==> src/bounded_sorted_list_engine_unit_assert.svh <==
`ifndef BOUNDED_SORTED_LIST_ENGINE_UNIT_ASSERT_SVH
`define BOUNDED_SORTED_LIST_ENGINE_UNIT_ASSERT_SVH

`ifndef NO_ASSERTIONS
`define BSLE_ASSERT_IMPLY(label, clk, rst_n, ante, cons) \
  label: assert property (@(posedge clk) disable iff (!rst_n) (ante) |-> (cons)) \
    else $error("assertion failed");
`define BSLE_ASSERT_NEXT(label, clk, rst_n, ante, cons) \
  label: assert property (@(posedge clk) disable iff (!rst_n) (ante) |=> (cons)) \
    else $error("assertion failed");
`else
`define BSLE_ASSERT_IMPLY(label, clk, rst_n, ante, cons)
`define BSLE_ASSERT_NEXT(label, clk, rst_n, ante, cons)
`endif

`endif

==> src/bsle_pkg.sv <==
package bsle_pkg;

  localparam int CAPACITY_DEF    = 16;
  localparam int VALUE_WIDTH_DEF = 32;
  localparam int FIELD_W         = 32;
  localparam int OCC_W           = 5;

  typedef enum logic [1:0] {
    KIND_FRONT  = 2'd0,
    KIND_BACK   = 2'd1,
    KIND_SORTED = 2'd2,
    KIND_READ   = 2'd3
  } kind_t;

  typedef enum logic [1:0] {
    STATUS_DONE  = 2'd0,
    STATUS_FULL  = 2'd1,
    STATUS_EMPTY = 2'd2
  } status_t;

  typedef struct packed {
    kind_t                     kind;
    logic signed [FIELD_W-1:0] value;
  } in_t;

  typedef struct packed {
    logic signed [FIELD_W-1:0] item_value;
    logic [OCC_W-1:0]          occupancy;
    status_t                   status;
    logic                      last;
  } out_t;

  typedef struct packed {
    logic  ins;
    logic  rot;
    kind_t kind;
  } cell_ctrl_t;

endpackage

==> src/bsle_cell.sv <==
module bsle_cell #(
  parameter int VALUE_WIDTH = bsle_pkg::VALUE_WIDTH_DEF
) (
  input  logic                   clk,
  input  logic                   rst_n,
  input  bsle_pkg::cell_ctrl_t   ctrl,
  input  logic [VALUE_WIDTH-1:0] new_value,
  input  logic [VALUE_WIDTH-1:0] head_value,
  input  logic [VALUE_WIDTH-1:0] left_value,
  input  logic                   left_valid,
  input  logic [VALUE_WIDTH-1:0] right_value,
  input  logic                   right_valid,
  input  logic                   hit_in,
  output logic                   hit_out,
  output logic [VALUE_WIDTH-1:0] value,
  output logic                   valid
);
  import bsle_pkg::*;

  logic [VALUE_WIDTH-1:0] value_r, value_nxt;
  logic                   valid_r, valid_nxt;
  logic                   mark;

  always_comb begin
    case (ctrl.kind)
      KIND_FRONT:  mark = 1'b1;
      KIND_BACK:   mark = !valid_r;
      KIND_SORTED: mark = !valid_r || ($signed(value_r) >= $signed(new_value));
      default:     mark = 1'b0;
    endcase
  end

  assign hit_out = hit_in | mark;

  always_comb begin
    value_nxt = value_r;
    valid_nxt = valid_r;
    if (ctrl.ins) begin
      if (hit_in) begin
        value_nxt = left_value;
        valid_nxt = left_valid;
      end else if (mark) begin
        value_nxt = new_value;
        valid_nxt = 1'b1;
      end
    end else if (ctrl.rot && valid_r) begin
      value_nxt = right_valid ? right_value : head_value;
    end
  end

  always_ff @(posedge clk) begin
    if (!rst_n) begin
      valid_r <= 1'b0;
    end else begin
      valid_r <= valid_nxt;
    end
  end

  always_ff @(posedge clk) begin
    value_r <= value_nxt;
  end

  assign value = value_r;
  assign valid = valid_r;

endmodule

==> src/bsle_chain.sv <==
module bsle_chain #(
  parameter int CAPACITY    = bsle_pkg::CAPACITY_DEF,
  parameter int VALUE_WIDTH = bsle_pkg::VALUE_WIDTH_DEF
) (
  input  logic                   clk,
  input  logic                   rst_n,
  input  bsle_pkg::cell_ctrl_t   ctrl,
  input  logic [VALUE_WIDTH-1:0] new_value,
  output logic [VALUE_WIDTH-1:0] head_value
);
  import bsle_pkg::*;

  logic [VALUE_WIDTH-1:0] vals [CAPACITY];
  logic [CAPACITY-1:0]    valids;
  logic [CAPACITY:0]      hits;

  assign hits[0]    = 1'b0;
  assign head_value = vals[0];

  for (genvar i = 0; i < CAPACITY; i++) begin : g_cell
    logic [VALUE_WIDTH-1:0] left_value;
    logic                   left_valid;
    logic [VALUE_WIDTH-1:0] right_value;
    logic                   right_valid;

    if (i == 0) begin : g_first
      assign left_value = '0;
      assign left_valid = 1'b0;
    end else begin : g_mid_left
      assign left_value = vals[i-1];
      assign left_valid = valids[i-1];
    end

    if (i == CAPACITY - 1) begin : g_final
      assign right_value = '0;
      assign right_valid = 1'b0;
    end else begin : g_mid_right
      assign right_value = vals[i+1];
      assign right_valid = valids[i+1];
    end

    bsle_cell #(
      .VALUE_WIDTH(VALUE_WIDTH)
    ) u_cell (
      .clk        (clk),
      .rst_n      (rst_n),
      .ctrl       (ctrl),
      .new_value  (new_value),
      .head_value (vals[0]),
      .left_value (left_value),
      .left_valid (left_valid),
      .right_value(right_value),
      .right_valid(right_valid),
      .hit_in     (hits[i]),
      .hit_out    (hits[i+1]),
      .value      (vals[i]),
      .valid      (valids[i])
    );
  end

endmodule

==> src/bounded_sorted_list_engine_unit.sv <==
// An insert transaction's result is registered for the next cycle.
// Inserts therefore sustain one transaction per cycle while the output is not stalled.
// A read out emits one entry per cycle from the head of the cell chain, which rotates as it
// goes, while the output is not stalled; no new transaction is taken until the last entry is
// registered, and a read out of an empty list is timed like an insert.
// Reset clears the entry count, the cell valid bits and the output; stored values are undefined.
`include "bounded_sorted_list_engine_unit_assert.svh"

module bounded_sorted_list_engine_unit #(
  parameter int CAPACITY    = bsle_pkg::CAPACITY_DEF,
  parameter int VALUE_WIDTH = bsle_pkg::VALUE_WIDTH_DEF
) (
  input  logic           clk,
  input  logic           rst_n,
  input  logic           in_valid,
  output logic           in_stall,
  input  bsle_pkg::in_t  in_data,
  output logic           out_valid,
  input  logic           out_stall,
  output bsle_pkg::out_t out_data
);
  import bsle_pkg::*;

  localparam int CW = $clog2(CAPACITY + 1);

  typedef enum logic {
    ST_IDLE,
    ST_READ
  } state_t;

  state_t                     state_r;
  logic [CW-1:0]              count_r;
  logic [CW-1:0]              idx_r;
  logic                       out_valid_r;
  out_t                       out_data_r;

  logic                       out_free;
  logic                       in_acc;
  logic                       full;
  logic                       is_read;
  logic                       read_last;
  cell_ctrl_t                 ctrl;
  logic [VALUE_WIDTH-1:0]     new_value;
  logic [VALUE_WIDTH-1:0]     head_value;
  logic [VALUE_WIDTH+FIELD_W-1:0] in_ext;
  logic [FIELD_W+VALUE_WIDTH-1:0] head_ext;
  logic [CW+OCC_W-1:0]        count_ext;
  logic [CW+OCC_W-1:0]        count_inc_ext;
  logic [CW-1:0]              count_inc;
  logic [OCC_W-1:0]           occ;
  logic [OCC_W-1:0]           occ_inc;

  assign out_free  = !out_valid_r || !out_stall;
  assign in_stall  = !((state_r == ST_IDLE) && out_free);
  assign in_acc    = in_valid && !in_stall;
  assign full      = (count_r == CW'(CAPACITY));
  assign is_read   = (in_data.kind == KIND_READ);
  assign read_last = (idx_r == count_r - CW'(1));

  assign in_ext    = {{VALUE_WIDTH{1'b0}}, in_data.value};
  assign new_value = in_ext[VALUE_WIDTH-1:0];
  assign head_ext  = {{FIELD_W{1'b0}}, head_value};

  assign count_inc     = count_r + CW'(1);
  assign count_ext     = {{OCC_W{1'b0}}, count_r};
  assign count_inc_ext = {{OCC_W{1'b0}}, count_inc};
  assign occ           = count_ext[OCC_W-1:0];
  assign occ_inc       = count_inc_ext[OCC_W-1:0];

  always_comb begin
    ctrl.ins  = in_acc && !is_read && !full;
    ctrl.rot  = (state_r == ST_READ) && out_free;
    ctrl.kind = in_data.kind;
  end

  bsle_chain #(
    .CAPACITY   (CAPACITY),
    .VALUE_WIDTH(VALUE_WIDTH)
  ) u_chain (
    .clk       (clk),
    .rst_n     (rst_n),
    .ctrl      (ctrl),
    .new_value (new_value),
    .head_value(head_value)
  );

  always_ff @(posedge clk) begin
    if (!rst_n) begin
      state_r     <= ST_IDLE;
      count_r     <= '0;
      idx_r       <= '0;
      out_valid_r <= 1'b0;
      out_data_r  <= '0;
    end else begin
      case (state_r)
        ST_IDLE: begin
          if (in_acc) begin
            out_data_r.item_value <= '0;
            out_data_r.last       <= 1'b1;
            if (is_read) begin
              if (count_r == '0) begin
                out_valid_r          <= 1'b1;
                out_data_r.occupancy <= '0;
                out_data_r.status    <= STATUS_EMPTY;
              end else begin
                out_valid_r <= 1'b0;
                idx_r       <= '0;
                state_r     <= ST_READ;
              end
            end else if (full) begin
              out_valid_r          <= 1'b1;
              out_data_r.occupancy <= occ;
              out_data_r.status    <= STATUS_FULL;
            end else begin
              out_valid_r          <= 1'b1;
              out_data_r.occupancy <= occ_inc;
              out_data_r.status    <= STATUS_DONE;
              count_r              <= count_inc;
            end
          end else if (out_free) begin
            out_valid_r <= 1'b0;
          end
        end
        ST_READ: begin
          if (out_free) begin
            out_valid_r           <= 1'b1;
            out_data_r.item_value <= head_ext[FIELD_W-1:0];
            out_data_r.occupancy  <= occ;
            out_data_r.status     <= STATUS_DONE;
            out_data_r.last       <= read_last;
            idx_r                 <= idx_r + CW'(1);
            if (read_last) begin
              state_r <= ST_IDLE;
            end
          end
        end
        default: begin
          state_r <= ST_IDLE;
        end
      endcase
    end
  end

  assign out_valid = out_valid_r;
  assign out_data  = out_data_r;

  `BSLE_ASSERT_IMPLY(a_count_bound, clk, rst_n, 1'b1, count_r <= CW'(CAPACITY))
  `BSLE_ASSERT_NEXT(a_insert_count, clk, rst_n, ctrl.ins, count_r == $past(count_inc))
  `BSLE_ASSERT_NEXT(a_read_count, clk, rst_n, state_r == ST_READ, $stable(count_r))

endmodule

==> config.mk <==
export PLATFORM = sky130hd
export DESIGN_NAME = bounded_sorted_list_engine_unit
export DESIGN_NICKNAME = d
export VERILOG_FILES = /design/src/bsle_pkg.sv /design/src/bsle_cell.sv /design/src/bsle_chain.sv /design/src/bounded_sorted_list_engine_unit.sv
export VERILOG_INCLUDE_DIRS = /design/src /design/src/src
export SDC_FILE = /design/constraint.sdc
export NUM_CORES = 2
export LEC_CHECK = 0
export ABC_AREA = 1
export BUFFER_PORTS_ARGS = -buffer_cell sky130_fd_sc_hd__buf_4
export CORE_ASPECT_RATIO = 1.25
export CORE_MARGIN = 4
export CORE_UTILIZATION = 58
export CTS_CLUSTER_SIZE = 16
export DETAILED_ROUTE_END_ITERATION = 12
export GPL_TIMING_DRIVEN = 0
export HOLD_SLACK_MARGIN = 0.1
export PLACE_DENSITY = 0.88
export SYNTH_ARGS = -nofsm -noshare
export SYNTH_HDL_FRONTEND = slang
export SYNTH_SLANG_ARGS = --single-unit
==> constraint.sdc <==
create_clock -name clk -period 4.5 [get_ports clk]
set_input_delay 0.45 -clock clk [delete_from_list [all_inputs] [get_ports clk]]
set_output_delay 0.45 -clock clk [all_outputs]
set_load 0.02 [all_outputs]
# Word level (Yosys, flattened, before mapping)
# Index checks and enable logic that the tools add are counted.
# word_totals
regBits,580
inputBits,38
output_inout_bits,42
word_cells,380
# op_classes
n_addsub,3
magnitude_cmp,16
n_eq_ne,27
muxes,147
bitwise_logic,17
reduce_logical,130
# op_table
op,count
$mux 32,78
$ge 32x32->1,16
$mux 40,2
$pmux 40 s2,1
$reduce_and 2->1,33
$reduce_bool 2->1,32
$pmux 1 s3,16
$ne 3x1->1 const B,15
$mux 1,40
$logic_and 1x1->1,21
$logic_not 1->1,21
$mux 7,3
$mux 5,4
$logic_or 1x1->1,17
$or 1x1->1,14
$add 5x1->5 const B,2
$pmux 5 s2,1
$reduce_and 4->1,2
$ne 2x2->1 const B,3
$reduce_and 3->1,2
$eq 5x5->1,1
$eq 5x5->1 const B,1
$logic_not 5->1,1
$sub 5x1->5 const B,1
other kinds (8),13

# Longest topological paths before layout
# logic_depth
ltp_word,19
depth_mapped,30
ltp_nobuf,29

# Cells and area by module
# Synthesis repeated with hierarchy kept, for this count alone.
# unflattened
hier_cells,6248
hier_area_um2,47015.1
# modules_own_cells
mod,instances,cells_per_inst,area_each_um2,seq_area_each_um2
bsle_cell (u_chain.g_cell[0].u_cell ...),14,371,2792.7,980.9
bsle_cell (u_chain.g_cell[8].u_cell ...),2,372,2797.7,980.9
bounded_sorted_list_engine_unit,1,309,2318.5,1041.0
bsle_chain,1,1,3.8,0.0

# Worst setup path after synthesis
# OpenSTA, ideal clock, no wires.
# synth_timing
path_kind,input -> register
from,input in_data[31] (netlist bit)
to,register u_chain.g_cell[15].u_cell.value_r[0] (enable)
setup_ns,0.568
arrival_time_ns,4.136
required_ns,3.932
slack_ns,-0.203
cell_stages,23
n_path_buf,1
cell_sequence,inv_1 ha_1 nand2_1 nor2_1 and2_1 and3_1 nand2_1 nand2_1 nand2_1 nand3_1 nand2_1 nand2_2 nor2_4 nand4_4 nor2_8 nand4_4 nor2_4 nand3_4 nor2_8 nand3_2 buf_2 nand2_1 o211ai_1
# synth_via
elab_chain_cells,19
elab_cells_between_ends,64
classes_between,16 x order compare; 1 x eq/ne; 16 x mux; 14 x bitwise; 17 x reduce/logical
# synth_rtl
element,line,source
start: declaration,bounded_sorted_list_engine_unit.sv:17,"input bsle_pkg::in_t in_data,"
$ge 32x32->1,bsle_cell.sv:28,KIND_SORTED: mark = !valid_r || ($signed(value_r) >= $signed(new_value));
$logic_or 1x1->1,bsle_cell.sv:28,
$pmux 1 s3,bsle_cell.sv:25,case (ctrl.kind)
$or 1x1->1 (14 in a row),bsle_cell.sv:33,assign hit_out = hit_in | mark;
$ne 3x1->1 (no source line) (*),--,
$reduce_and 2->1 (no source line) (*),--,
end signal: assignment,bsle_cell.sv:60,value_r <= value_nxt;
end: declaration,bsle_cell.sv:20,"logic [VALUE_WIDTH-1:0] value_r, value_nxt;"
# Mark *: on every way between the ends. The rest lies on a longest branch, timed or not.
# A chain may end at the register's enable or synchronous reset.

# Worst setup path in the final report
# layout_timing
from,register u_chain.g_cell[5].u_cell.value_r[7]
to,register u_chain.g_cell[11].u_cell.value_r[9] (enable)
# layout_via
elab_chain_cells,11
# layout_rtl
element,line
start: declaration,bsle_cell.sv:20
start signal: assignment,bsle_cell.sv:60
$ge 32x32->1,bsle_cell.sv:28
$logic_or 1x1->1,bsle_cell.sv:28
$pmux 1 s3,bsle_cell.sv:25
$or 1x1->1 (6 in a row),bsle_cell.sv:33
$ne 3x1->1 (no source line),--
$reduce_and 2->1 (no source line),--
end signal: assignment,bsle_cell.sv:60
end: declaration,bsle_cell.sv:20
# No other way between the ends.

==> qor.log <==
INFO  run_status     outcome=finished with violations
INFO  run_status     violations=max-capacitance violations, max-slew violations, negative setup slack
INFO  clock_network  worstSkewPairLatency=0.69ns
INFO  worst_hold_path timing.hold.worst.class=primary input to register
INFO  detailed_routing drtPass1Iterations=9
INFO  clock_network  cts_max_level=2
INFO  worst_hold_path hp-start=in_data[17]
INFO  logic_synthesis most_common_cell_in_the_synthesized_netlist=nand2_1
INFO  die            initial_utilization=58.36%
INFO  power_and_ir_drop switching_share=37.04%
INFO  die            design.die.area=74070µm²
INFO  die            floorplan.core_area=69320µm²
INFO  logic_synthesis yosys-top-cells-count=nand2_1 (1122), o22ai_1 (707), ha_1 (515), edfxtp_1 (512), inv_1 (313)
INFO  power_and_ir_drop p_sw=6.942mW
INFO  setup_path     crit_required=4.89ns
INFO  sta            final.period_utilization=101.2%
INFO  power_and_ir_drop comb_power_share=31.4%
INFO  finish         layout.core_utilization=66.01%
INFO  placement      detailed_place.area=42700µm²
INFO  detailed_routing vias=40633
INFO  grt            grt_antenna_before_repair=1
INFO  logic_synthesis synthesis.instances=4640
INFO  logic_synthesis synth-edff-count=512
INFO  grt            grt.overflow.total=0
INFO  logic_synthesis syn-num-nets=5193
INFO  sta            layout_min_cycle_time=4.553ns
INFO  power_and_ir_drop power_share_of_the_sequential_group=41.1%
INFO  placement      place_inst=5667
INFO  logic_synthesis post_synth_num_cell_types=56
INFO  grt            grtUsageTotal=40.89%
INFO  setup_path     ff2ff_setup_slack=-0.05ns
INFO  sta            fin_hold_viols=0
INFO  sta            max_slew_margin=-7.391%
INFO  logic_synthesis combined_area_of_all_synthesized_cells=40460µm²
INFO  grt            maximum_number_of_pins_on_one_net_before_global_route_repair=26
INFO  die            die_width=244.2µm
INFO  setup_path     r2r_end=u_chain.g_cell[11].u_cell.value[9]
INFO  sta            maxClockFrequency=219.7MHz
INFO  detailed_routing drt_wl_total=157.7mm
INFO  clock_network  numClockSinks=580
INFO  detailed_routing number_of_design_rule_violations_left_by_the_first_detailed_router_iteration=5983
INFO  setup_path     max_fanout_on_critical_path=16
INFO  clock_network  tritoncts.num_buffers=60
INFO  setup_path     worst_setup_path_end_kind=register
INFO  die            die_height=303.3µm
INFO  clock_network  cts.clk_slew.worst_paths=0.07ns
INFO  logic_synthesis synth_top_area_cell=edfxtp_1
INFO  sta            timing.final.max_slew_violations=22
INFO  detailed_routing remaining_drc_errors=0
INFO  finish         layout_nets=5444
INFO  power_and_ir_drop leakage=18.76nW
INFO  logic_synthesis synth-async-reset-ratio=0%
INFO  logic_synthesis synth_ff_type=edfxtp_1
INFO  power_and_ir_drop power.density=409.6nW/µm²
INFO  setup_path     r2r-start=u_chain.g_cell[5].u_cell.value[7]
INFO  grt            grt_pass1_vias=39555
INFO  power_and_ir_drop p_int=11.80mW
INFO  finish         fillers=5725
INFO  die            io_pins=80
INFO  sta            worstMarginPinSlew=1.611ns
INFO  grt            grt_first_pass_wirelength=231.0mm
INFO  logic_synthesis number_of_warnings_issued_by_yosys=0
INFO  logic_synthesis leading_cell_types_by_total_area_after_synthesis=edfxtp_1 (38%), ha_1 (16%), o22ai_1 (11%)
INFO  placement      place.gp.congestion=0.9928
INFO  power_and_ir_drop clock_power_share=27.5%
INFO  logic_synthesis post-synth-top-area-fraction=38.00%
INFO  finish         instances_no_fill=5876
INFO  finish         multi_input_area=21830µm²
INFO  sta            layout_setup_ws=-0.05268ns
INFO  detailed_routing m1WireLength=54.45mm
INFO  placement      number_of_buffer_cells_added_on_primary_ports=79
INFO  worst_hold_path min_path_cells=3
INFO  sta            setup-violations-final=27
INFO  finish         drive_gt1_share=8.156%
INFO  power_and_ir_drop report.power.total=18.74mW
INFO  clock_network  clock-root-buffer=clkbuf_16
INFO  finish         finish.instance_area=45760µm²
INFO  detailed_routing routed_via_density=6.915
INFO  logic_synthesis synth.ff_latch_count=580
INFO  clock_network  clockBufferDepth=3
INFO  placement      dp_slack=-1.934ns
INFO  setup_path     crit_type=register to register
INFO  logic_synthesis seq_area_frac_synth=41.37%
INFO  finish         num_antenna_cells=0
INFO  detailed_routing routed.top_layer=met4
INFO  detailed_routing post_drt_wl_per_cell=26.83µm
INFO  finish         area_growth_syn_to_layout=13.10%
INFO  placement      dp_hpwl=121.5mm
INFO  setup_path     crit_arrival=4.94ns
INFO  sta            fin_worst_skew=0.04290ns
INFO  die            rows=108
INFO  worst_hold_path worstHoldEndpoint=u_chain.g_cell[12].u_cell.value[17]
INFO  power_and_ir_drop ir_worst_vdd=0.0002884V
INFO  setup_path     worstSetupStartpointType=register
INFO  clock_network  tritoncts_clock_tree=yes
INFO  detailed_routing ant_nets=0
INFO  setup_path     rr_worst_depth=20
INFO  logic_synthesis syn_avg_cell_area=8.720µm²
INFO  finish         layout.area.seq=16740µm²
INFO  detailed_routing met3WireLength=16.65mm
INFO  detailed_routing wl_met2=69.49mm
INFO  run            max-cap-violations=2
-- stage by stage --
stage | TNS, ns | hold WS [ns]
2_1_floorplan | -4.957 | 0.4504
3_3_place_gp | -1082.12 | 0.4504
3_5_place_dp | -760.86 | 0.4523
4_1_cts | 0 | 0.1100
5_1_grt | -3.566 | 0.1404
6_report | -1.030 | 0.1117
-- placed cells by master (no fill, tap or decap), drive strengths merged, types with 6 or more instances in the layout --
cell type and count:
or2 34, a21oi 308, dfxtp 68, nor3 27, o211ai 165, o21ai 92, a211oi 8, o21bai 9
o221ai 9, clkinvlp 40, inv 285, ha 515, clkinv 32, clkbuf 296, edfxtp 512, nand2 1125
a221oi 14, nand4 45, nand3b 7, nand3 128, nor2 192, o21a 28, o22ai 707, a31oi 12
nor4 19, buf 220, xor2 6
-- worst max-delay path, cell delays in order (launching register included) --
cell and delay (ns):
edfxtp_1 0.43, ha_1 0.32, nand2_1 0.06, nor2_1 0.31, a21oi_1 0.17, o21ai_0 0.51, nand2_1 0.14, nand3b_1 0.15
nand3_1 0.10, nand2_1 0.08, nand2_1 0.13, nor2_8 0.16, nand4_4 0.16, nor2_4 0.19, nand3_4 0.13, nand2_2 0.18
inv_1 0.19, buf_4 0.25, a21oi_4 0.23, clkinvlp_4 0.12, buf_4 0.23
-- per-layer routing --
layer	track usage, %	up-vias
met5	0	-
met4	35.94	0
met3	7.086	918
met2	64.08	3154
met1	48.69	18824
li1	-	17737
-- area by class of cell --
| type | count | share of cell area [%] |
|---|---|---|
| tap | 935 | 2.557 |
| buffer | 246 | 2.138 |
| clock buffer | 87 | 3.637 |
| timing repair buffer | 186 | 3.804 |
| timing repair inverter | 5 | 0.08203 |
| sequential | 580 | 36.58 |
| clock inverter | 25 | 0.4977 |
| multi-input combinational | 3481 | 47.72 |
| inverter | 331 | 2.994 |
-- flip-flops by register name, indices dropped and copies added, names as in the netlist --
register,count
state_r,1
out_valid,1
idx_r,5
count_r,5
u_chain.g_cell.u_cell.valid,16
u_chain.g_cell.u_cell.value,512
out_data,40
-- how the worst max path moves through the flow --
stage	startpoint	to	slack, ns	cells past startpoint
after floorplan	in_data[31]	u_chain.g_cell[15].u_cell.value[0]	-0.15	22
after global placement	in_data[31]	u_chain.g_cell[15].u_cell.value[6]	-2.35	21
after detailed placement	in_data[31]	u_chain.g_cell[11].u_cell.value[7]	-1.93	20
after CTS	u_chain.g_cell[6].u_cell.value[31]	u_chain.g_cell[8].u_cell.value[1]	0.002	17
after global routing	u_chain.g_cell[3].u_cell.value[27]	u_chain.g_cell[15].u_cell.value[8]	-0.07	20
final	u_chain.g_cell[5].u_cell.value[7]	u_chain.g_cell[11].u_cell.value[9]	-0.05	20
-- repair_timing --
action                                 in CTS  in global routing
endpoints found under the hold margin       4                  0
setup endpoints to repair                 531                380
buffers inserted                           63                 29
hold buffers                                2                  0
resized for setup                          47                 37
pin swaps                                   7                  5
cloned                                      5                  0
-- power by group through the flow --
stage | Sequential [mW] | Combinational, mW | Clock [mW]
after floorplan | 7.54 | 3.66 | 0
after global placement | 7.81 | 5.05 | 0
after detailed placement | 7.78 | 5.40 | 0
after CTS | 7.66 | 5.57 | 5.10
after global routing | 7.75 | 6.36 | 5.30
final | 7.71 | 5.88 | 5.15
-- cell families after synthesis --
kind of cell	count (synthesis)	synth area share [%]
and+or+nand+nor	1590	16.29
xor gates and xnor gates	7	0.1515
AOI/OAI and AO/OA	1369	20.82
DFF	580	41.37
adders and majority gates	515	15.93
buffers and inverters	579	5.446
Power figures use the tool's default switching activity.
